<file path="config.mk">
export PLATFORM = sky130hd
export DESIGN_NAME = bbc_back
export DESIGN_NICKNAME = d
export VERILOG_FILES = /design/src/rtl/core/bbc_pkg.sv /design/src/rtl/core/bbc_back.sv
export SDC_FILE = /design/constraint.sdc
export NUM_CORES = 1
export LEC_CHECK = 0
export BUFFER_PORTS_ARGS = -buffer_cell sky130_fd_sc_hd__buf_2
export CAP_MARGIN = 20
export CORE_ASPECT_RATIO = 2
export CORE_MARGIN = 2
export CORE_UTILIZATION = 55
export CTS_BUF_LIST = sky130_fd_sc_hd__clkbuf_8
export DETAILED_ROUTE_END_ITERATION = 7
export PLACE_DENSITY = 0.72
export SKIP_LAST_GASP = 1
export SYNTH_ARGS = -nofsm -noshare
export SYNTH_HDL_FRONTEND = slang
export SYNTH_SLANG_ARGS = --single-unit
</file>
<file path="constraint.sdc">
create_clock -name i_clk -period 5.9 [get_ports i_clk]
set_clock_uncertainty 0.2 [all_clocks]
set_input_delay 1.18 -clock i_clk [delete_from_list [all_inputs] [get_ports i_clk]]
set_output_delay 1.18 -clock i_clk [all_outputs]
set_load 0.005 [all_outputs]
</file>
<file path="src/rtl/core/bbc_pkg.sv">
// Shared types, constants and codes for the bracket balance checker.
package bbc_pkg;

    // Stack sizing
    localparam int STACK_DEPTH = 16;
    localparam int IDX_W       = (STACK_DEPTH > 1) ? $clog2(STACK_DEPTH) : 1;
    localparam int CNT_W       = $clog2(STACK_DEPTH + 1);

    // Decoupling queue sizing (power of two)
    localparam int Q_AW    = 2;
    localparam int Q_DEPTH = 1 << Q_AW;

    // Bracket characters
    localparam logic [7:0] CH_LPAREN  = 8'h28;
    localparam logic [7:0] CH_RPAREN  = 8'h29;
    localparam logic [7:0] CH_LSQUARE = 8'h5B;
    localparam logic [7:0] CH_RSQUARE = 8'h5D;
    localparam logic [7:0] CH_LCURLY  = 8'h7B;
    localparam logic [7:0] CH_RCURLY  = 8'h7D;

    typedef enum logic [1:0] {
        KIND_PAREN  = 2'd0,
        KIND_SQUARE = 2'd1,
        KIND_CURLY  = 2'd2
    } t_kind;

    typedef enum logic [2:0] {
        ERR_NONE     = 3'd0,
        ERR_MISMATCH = 3'd1,
        ERR_EMPTY    = 3'd2,
        ERR_UNCLOSED = 3'd3,
        ERR_OVERFLOW = 3'd4
    } t_err;

    // Classified byte handed from front end to back end
    typedef struct packed {
        logic  last;
        logic  is_open;
        logic  is_close;
        t_kind kind;
    } t_op;

    // Back-end status, observed at the top level
    typedef struct packed {
        logic [CNT_W-1:0] count;
        t_err             err;
    } t_back_stat;

endpackage

</file>
<file path="src/rtl/core/bbc_back.sv">
// Back end: bracket stack, error tracking and the result register.
module bbc_back
    import bbc_pkg::*;
(
    input  logic        i_clk,
    input  logic        i_rst_n,
    input  logic        i_q_valid,
    input  t_op         i_op,
    output logic        o_q_pop,
    output logic        o_valid,
    input  logic        i_stall,
    output logic        o_balanced,
    output logic [2:0]  o_error_kind,
    output t_back_stat  o_stat
);

    t_kind            r_stack [STACK_DEPTH];
    logic [CNT_W-1:0] r_count;
    logic [CNT_W-1:0] n_count;
    t_err             r_err;
    t_err             n_err;
    logic             r_out_valid;
    logic             r_out_balanced;
    t_err             r_out_err;
    t_err             res_err;
    logic [CNT_W-1:0] cnt_m1;
    t_kind            top_kind;
    logic             push_en;
    logic             out_free;

    // A last op needs the result register free; others always proceed
    assign out_free = !r_out_valid || !i_stall;
    assign o_q_pop  = i_q_valid && (!i_op.last || out_free);

    assign cnt_m1   = r_count - CNT_W'(1);
    assign top_kind = r_stack[cnt_m1[IDX_W-1:0]];

    // Stack operation for one popped op
    always_comb begin
        n_count = r_count;
        n_err   = r_err;
        push_en = 1'b0;
        if (o_q_pop && (r_err == ERR_NONE)) begin
            if (i_op.is_open) begin
                if (r_count == CNT_W'(STACK_DEPTH)) begin
                    n_err = ERR_OVERFLOW;
                end else begin
                    push_en = 1'b1;
                    n_count = r_count + CNT_W'(1);
                end
            end else if (i_op.is_close) begin
                if (r_count == '0) begin
                    n_err = ERR_EMPTY;
                end else begin
                    n_count = cnt_m1;
                    if (top_kind != i_op.kind) begin
                        n_err = ERR_MISMATCH;
                    end
                end
            end
        end
        // Result priority: recorded error, then leftover opens
        if (n_err != ERR_NONE) begin
            res_err = n_err;
        end else if (n_count != '0) begin
            res_err = ERR_UNCLOSED;
        end else begin
            res_err = ERR_NONE;
        end
    end

    // Control state
    always_ff @(posedge i_clk) begin
        if (!i_rst_n) begin
            r_count     <= '0;
            r_err       <= ERR_NONE;
            r_out_valid <= 1'b0;
        end else begin
            if (o_q_pop && i_op.last) begin
                r_count     <= '0;
                r_err       <= ERR_NONE;
                r_out_valid <= 1'b1;
            end else begin
                r_count <= n_count;
                r_err   <= n_err;
                if (!i_stall) begin
                    r_out_valid <= 1'b0;
                end
            end
        end
    end

    // Result payload
    always_ff @(posedge i_clk) begin
        if (o_q_pop && i_op.last) begin
            r_out_balanced <= (res_err == ERR_NONE);
            r_out_err      <= res_err;
        end
    end

    // Stack storage
    always_ff @(posedge i_clk) begin
        if (push_en) begin
            r_stack[r_count[IDX_W-1:0]] <= i_op.kind;
        end
    end

    assign o_valid      = r_out_valid;
    assign o_balanced   = r_out_balanced;
    assign o_error_kind = r_out_err;
    assign o_stat.count = r_count;
    assign o_stat.err   = r_err;

endmodule

</file>
After elaboration in Yosys (flattened, before gate mapping)
Memory sizes are Yosys's and may differ from the RTL's.
Index checks and enable logic that the tools add are counted.
{ "word_totals": {"reg_bits": 13, "latchBits": 0, "ramBits": 32, "mem_bits_ro": 0, "input_bits": 9, "output_inout_bits": 14, "word_cells": 46, "memories": 1} }
{ "mem_list": {"columns": ["memory", "depth", "width", "read_ports", "rd_ports_with_merged_regs", "write_ports", "line_no", "text"], "rows": [
  ["r_stack", 16, 2, 1, 0, 1, "bbc_back.sv:17", "t_kind r_stack [STACK_DEPTH];"]
]} }
{ "classes": {"addsub": 2, "n_mul": 0, "n_div": 0, "magnitude_cmp": 0, "n_eq_ne": 3, "shift": 0, "n_mux": 20, "bitwise": 1, "n_reduce_logical": 14} }
{ "op_table": {"columns": ["cell", "n"], "rows": [
  ["$mux W5", 5],
  ["$mux W3", 7],
  ["$mux W1", 7],
  ["$logic_not A3 Y1", 2],
  ["$add A5 B1 Y5 const B", 1],
  ["$eq A5 B5 Y1 const B", 1],
  ["$logic_not A5 Y1", 1],
  ["$reduce_bool A5 Y1", 1],
  ["$sub A5 B1 Y5 const B", 1],
  ["$logic_and A1 B1 Y1", 3],
  ["$logic_not A1 Y1", 3],
  ["$reduce_bool A3 Y1", 1],
  ["$logic_or A1 B1 Y1", 2],
  ["$mux W2", 1],
  ["$ne A2 B1 Y1 const B", 1],
  ["$ne A2 B2 Y1", 1],
  ["$reduce_or A2 Y1", 1],
  ["$not A1 Y1", 1]
]} }

Longest topological paths before layout
An unclocked memory read counts as a cell.
{ "logic_depth": {"word_depth": 11, "ltp_mapped": 11} }

Least setup slack after synthesis
Ideal clock, no wire load.
{ "synth_path": {"path_type": "input -> register", "start": "input port i_q_valid", "end": "register r_out_balanced (netlist: o_balanced) (data pin)", "setup_ns": 0.256, "t_arrival_ns": 2.543, "setup_slack_ns": 2.901, "path_stages": 6, "path_buffers": 0, "path_cell_list": "nor4b_4 nand2_1 or4_1 o211ai_1 nor3_2 and4_1"} }
{ "synth_between": {"elab_chain_cells": 7} }
{ "synth_rtl": {"columns": ["item", "line_no", "text"], "rows": [
  ["from (decl)", "bbc_back.sv:7", "input logic i_q_valid,"],
  ["$logic_and A1 B1 Y1 *", "bbc_back.sv:33", "assign o_q_pop = i_q_valid && (!i_op.last || out_free);"],
  ["$logic_and A1 B1 Y1 *", "bbc_back.sv:43", "if (o_q_pop && (r_err == ERR_NONE)) begin"],
  ["$mux W5", "bbc_back.sv:43", null],
  ["$reduce_bool A5 Y1", "bbc_back.sv:65", "end else if (n_count != '0) begin"],
  ["$mux W2", "bbc_back.sv:65", null],
  ["$mux W3 *", "bbc_back.sv:63", "if (n_err != ERR_NONE) begin"],
  ["$logic_not A3 Y1 *", "bbc_back.sv:96", "r_out_balanced <= (res_err == ERR_NONE);"],
  ["to (signal assigned)", "bbc_back.sv:96", null],
  ["to (decl)", "bbc_back.sv:23", "logic r_out_balanced;"]
]} }
Every way passes the cells marked *; elsewhere a longest branch is shown, timed or not.
A chain may end at the register's enable or synchronous reset.

Worst setup path in the final report
{ "layout_path": {"start": "register r_count[0]", "end": "register r_out_err[0] (netlist: o_error_kind[0]) (data pin)"} }
{ "layout_between": {"elab_chain_cells": 10} }
{ "layout_rtl": {"columns": ["item", "line_no", "text"], "rows": [
  ["from (decl)", "bbc_back.sv:18", "logic [CNT_W-1:0] r_count;"],
  ["from (signal assigned)", "bbc_back.sv:84", "r_count <= n_count;"],
  ["$sub A5 B1 Y5", "bbc_back.sv:35", "assign cnt_m1 = r_count - CNT_W'(1);"],
  ["$mem_v2 Z16 W2", null, null],
  ["$ne A2 B2 Y1", "bbc_back.sv:56", "if (top_kind != i_op.kind) begin"],
  ["$mux W3", "bbc_back.sv:56", null],
  ["$mux W3", "bbc_back.sv:52", "if (r_count == '0) begin"],
  ["$mux W3", "bbc_back.sv:51", "end else if (i_op.is_close) begin"],
  ["$mux W3", "bbc_back.sv:44", "if (i_op.is_open) begin"],
  ["$mux W3", "bbc_back.sv:43", null],
  ["$reduce_bool A3 Y1", "bbc_back.sv:63", null],
  ["$mux W3 *", "bbc_back.sv:63", null],
  ["net res_err[0]", "bbc_back.sv:25", "t_err res_err;"],
  ["to (signal assigned)", "bbc_back.sv:97", "r_out_err <= res_err;"],
  ["to (decl)", "bbc_back.sv:24", "t_err r_out_err;"]
]} }
The timed path passes the listed nets; every way through them passes the cells marked *.

==> run_results.csv <==
group,metric,value,unit
clocking,postCtsHoldBufs,0,
worst_setup_path,cp-start-kind,"register",
timing,hold_violations,0,
synth,synth_fp_nets,208,
die,dieArea,0.004891,mm2
timing,tightestPinTransition,0.8832,ns
synth,ys_warn_count,0,
grt,grt_usage,22.68,%
clocking,cts_max_level,2,
worst_setup_path,crit_arrival,3.15,ns
worst_setup_path,endpoint_kind,"register",
synth,postSynth.asyncResetShare,0,%
grt,grt_max_degree,26,
timing,finalMaxSlewViolations,0,
grt,grt_pass1_wl,8.169,mm
detailed_routing,drtIter0Drc,62,
grt,overflow,0,
timing,setup_tns,0,ns
power,irDropWorstVdd,0.1758,mV
timing,rsz0062_at_grt,"false",
finish,diodes,0,
worst_setup_path,r2r_start,"r_count[0]",
detailed_routing,totalWireLength,5.171,mm
die,fp.dieW,50.47,um
worst_setup_path,slowest_delay,0.85,ns
worst_setup_path,crit_fanout,21,
worst_setup_path,crit_cells,8,
detailed_routing,postRouteAntennaNets,0,
finish,drive_above_1_share,17.29,%
synth,ys_ff_latch,45,
synth,synth_edf_count,36,
clocking,cts_buffers,5,
timing,max_clock_freq,303.2,MHz
timing,period_share,55.90,%
finish,fillers,318,
clocking,cts_num_sinks,45,
detailed_routing,routedWlPerCell,19.44,um
finish,layout.cells.non_filler,266,
detailed_routing,drc,0,
worst_setup_path,worstSetupPathType,"register to register",
run_status,outcome,"finished clean",
worst_setup_path,startpoint,"r_count[0]",
clocking,postCtsSetupBuffers,0,
worst_setup_path,r2r_cells,8,
clocking,cts_resized,0,
synth,synth_cell_type_count,47,
power,powerDensity,248.3,mW/mm2
detailed_routing,drtPass1Iterations,4,
synth,netlist_instances,194,
power,p_leak,0.9434,nW
die,die_y,96.93,um
worst_setup_path,endpoint,"o_error_kind[0]",
clocking,clockBufferDepth,2,
finish,nets,227,
clocking,clk_pin_slew,0.10,ns
job,cap_violations,0,
finish,final_util,62.58,%
worst_setup_path,crit_buf_inv,1,
timing,min_period,3.298,ns
grt,antenna_found_initial,0,
placement,hpwl,3.825,mm
worst_setup_path,required,5.75,ns
timing,setup_viol,0,
die,rows,33,
placement,dp.cells,258,
synth,syn_area_per_cell,12.24,um2
worst_setup_path,reg2reg_to,"o_error_kind[0]",
finish,area_delta_synth_final,8.799,%
synth,synth.cell_area,0.002375,mm2
detailed_routing,vias_per_cell,6.425,
placement,place.gp.congestion,0.8427,
clocking,cts_tree,"built",
placement,portBuffers,22,
worst_setup_path,path_delay_family,"flip-flops",
die,core_area,0.004129,mm2
die,io_pins,23,
timing,max_slew_margin,41.04,%
clocking,clk-insertion-delay-late,0.31,ns
die,initial_core_util,57.52,%
grt,grt_pass1_vias,1705,
worst_setup_path,worst_path_max_delay_cell,"dfxtp_1",
synth,yosysSeqAreaShare,53.11,%
synth,ys.flop_type,"edfxtp_1",
detailed_routing,vias,1709,
clocking,root_buffer,"clkbuf_8",
worst_setup_path,cp_cell_sequence,"inv_1 > ha_1 > mux4_1 > o21ai_0 > and3b_1 > o22ai_1 > a221o_1 > o21bai_1",
worst_hold_path,hold_class,"register to register",
worst_setup_path,r2r_slack,2.60,ns
cells in the mapped netlist, types with 6 or more instances:
| master | count | area, um2 |
|---|---|---|
| a21oi_1 | 6 | 30.03 |
| a31oi_1 | 6 | 37.54 |
| clkbuf_1 | 6 | 22.52 |
| dfxtp_1 | 9 | 180.2 |
| edfxtp_1 | 36 | 1081 |
| mux4_1 | 8 | 210.2 |
| nand2_1 | 13 | 48.80 |
| nand3_1 | 8 | 40.04 |
| nor2_1 | 14 | 52.55 |
| nor3_1 | 7 | 35.03 |
| o21ai_0 | 6 | 30.03 |
state kept, by name, indices dropped and copies added, names as in the netlist:
signal,flops
r_stack,32
r_count,5
o_valid,1
r_err,3
o_balanced,1
o_error_kind,3
metrics by stage:
step / total power [mW] / setup WS (ns) / instance area, um2 / hold WS, ns
final: 0.6414 / 2.602 / 2584 / 0.4057
after global routing: 0.6684 / 2.377 / 2584 / 0.4402
after CTS: 0.6455 / 2.619 / 2584 / 0.4106
after detailed placement: 0.4521 / 2.439 / 2494 / 0.3912
after global placement: 0.4490 / 2.416 / 2494 / 0.3341
after floorplan: 0.4266 / 2.901 / 2375 / 0.3474
report_power, final:
part | internal (mW) | switching (mW) | total, mW
sequential | 0.349 | 0.00947 | 0.359
clock | 0.0841 | 0.112 | 0.196
combinational | 0.0377 | 0.0490 | 0.0868
total | 0.471 | 0.170 | 0.641
final cells by class:
| cell class | instances | area [um2] | share of cell area, % |
|---|---|---|---|
| clock buffer | 5 | 68.82 | 2.663 |
| clock inverter | 3 | 21.27 | 0.8232 |
| inverter | 5 | 18.77 | 0.7264 |
| multi-input combinational | 134 | 1039 | 40.19 |
| sequential | 45 | 1261 | 48.81 |
| tap | 52 | 65.06 | 2.518 |
| timing repair buffer | 22 | 110.1 | 4.262 |
worst min-delay path, cell delays in order (launching register included):
cell     delay (ns)
dfxtp_1        0.33
a22oi_1        0.16
nor2b_1        0.07
layer usage:
layer / vias up / GRT usage (%) / wire, um
met4: 0 / 11.23 / 135
met5: - / 0 / 0
li1: 801 / - / -
met1: 846 / 22.49 / 1814
met3: 9 / 2.778 / 172
met2: 53 / 43.42 / 3050
cells by family (layout without fill, tap and decap cells):
| kind of cell | Yosys count | in the layout | synth area share [%] |
|---|---|---|---|
| AND/OR/NAND/NOR | 76 | 76 | 18.60 |
| AO/OA/AOI/OAI | 43 | 43 | 12.80 |
| buffers and inverters | 15 | 35 | 3.161 |
| flip-flops | 45 | 45 | 53.11 |
| multiplexers | 9 | 9 | 9.326 |
| adder cells (fa/ha/maj) | 5 | 5 | 2.634 |
| XOR/XNOR | 1 | 1 | 0.3689 |
worst min path at each step:
stage,startpoint,endpoint,slack (ns),cells past startpoint
after floorplan,o_valid,o_valid,0.35,2
after global placement,o_valid,o_valid,0.33,2
after detailed placement,o_valid,o_valid,0.39,2
after CTS,o_valid,o_valid,0.41,2
after global routing,o_valid,o_valid,0.44,2
final,o_valid,o_valid,0.41,2
layout by cell type (no fill, tap or decap), drive strengths merged, types with 6 or more instances in the layout:
master	instances
nand3	8
nor2	14
a31oi	6
buf	22
edfxtp	36
dfxtp	9
a21oi	6
inv	6
nand2	13
and2	6
nor3	8
o21ai	6
mux4	8
No activity file was read; power rests on OpenSTA's default activity.
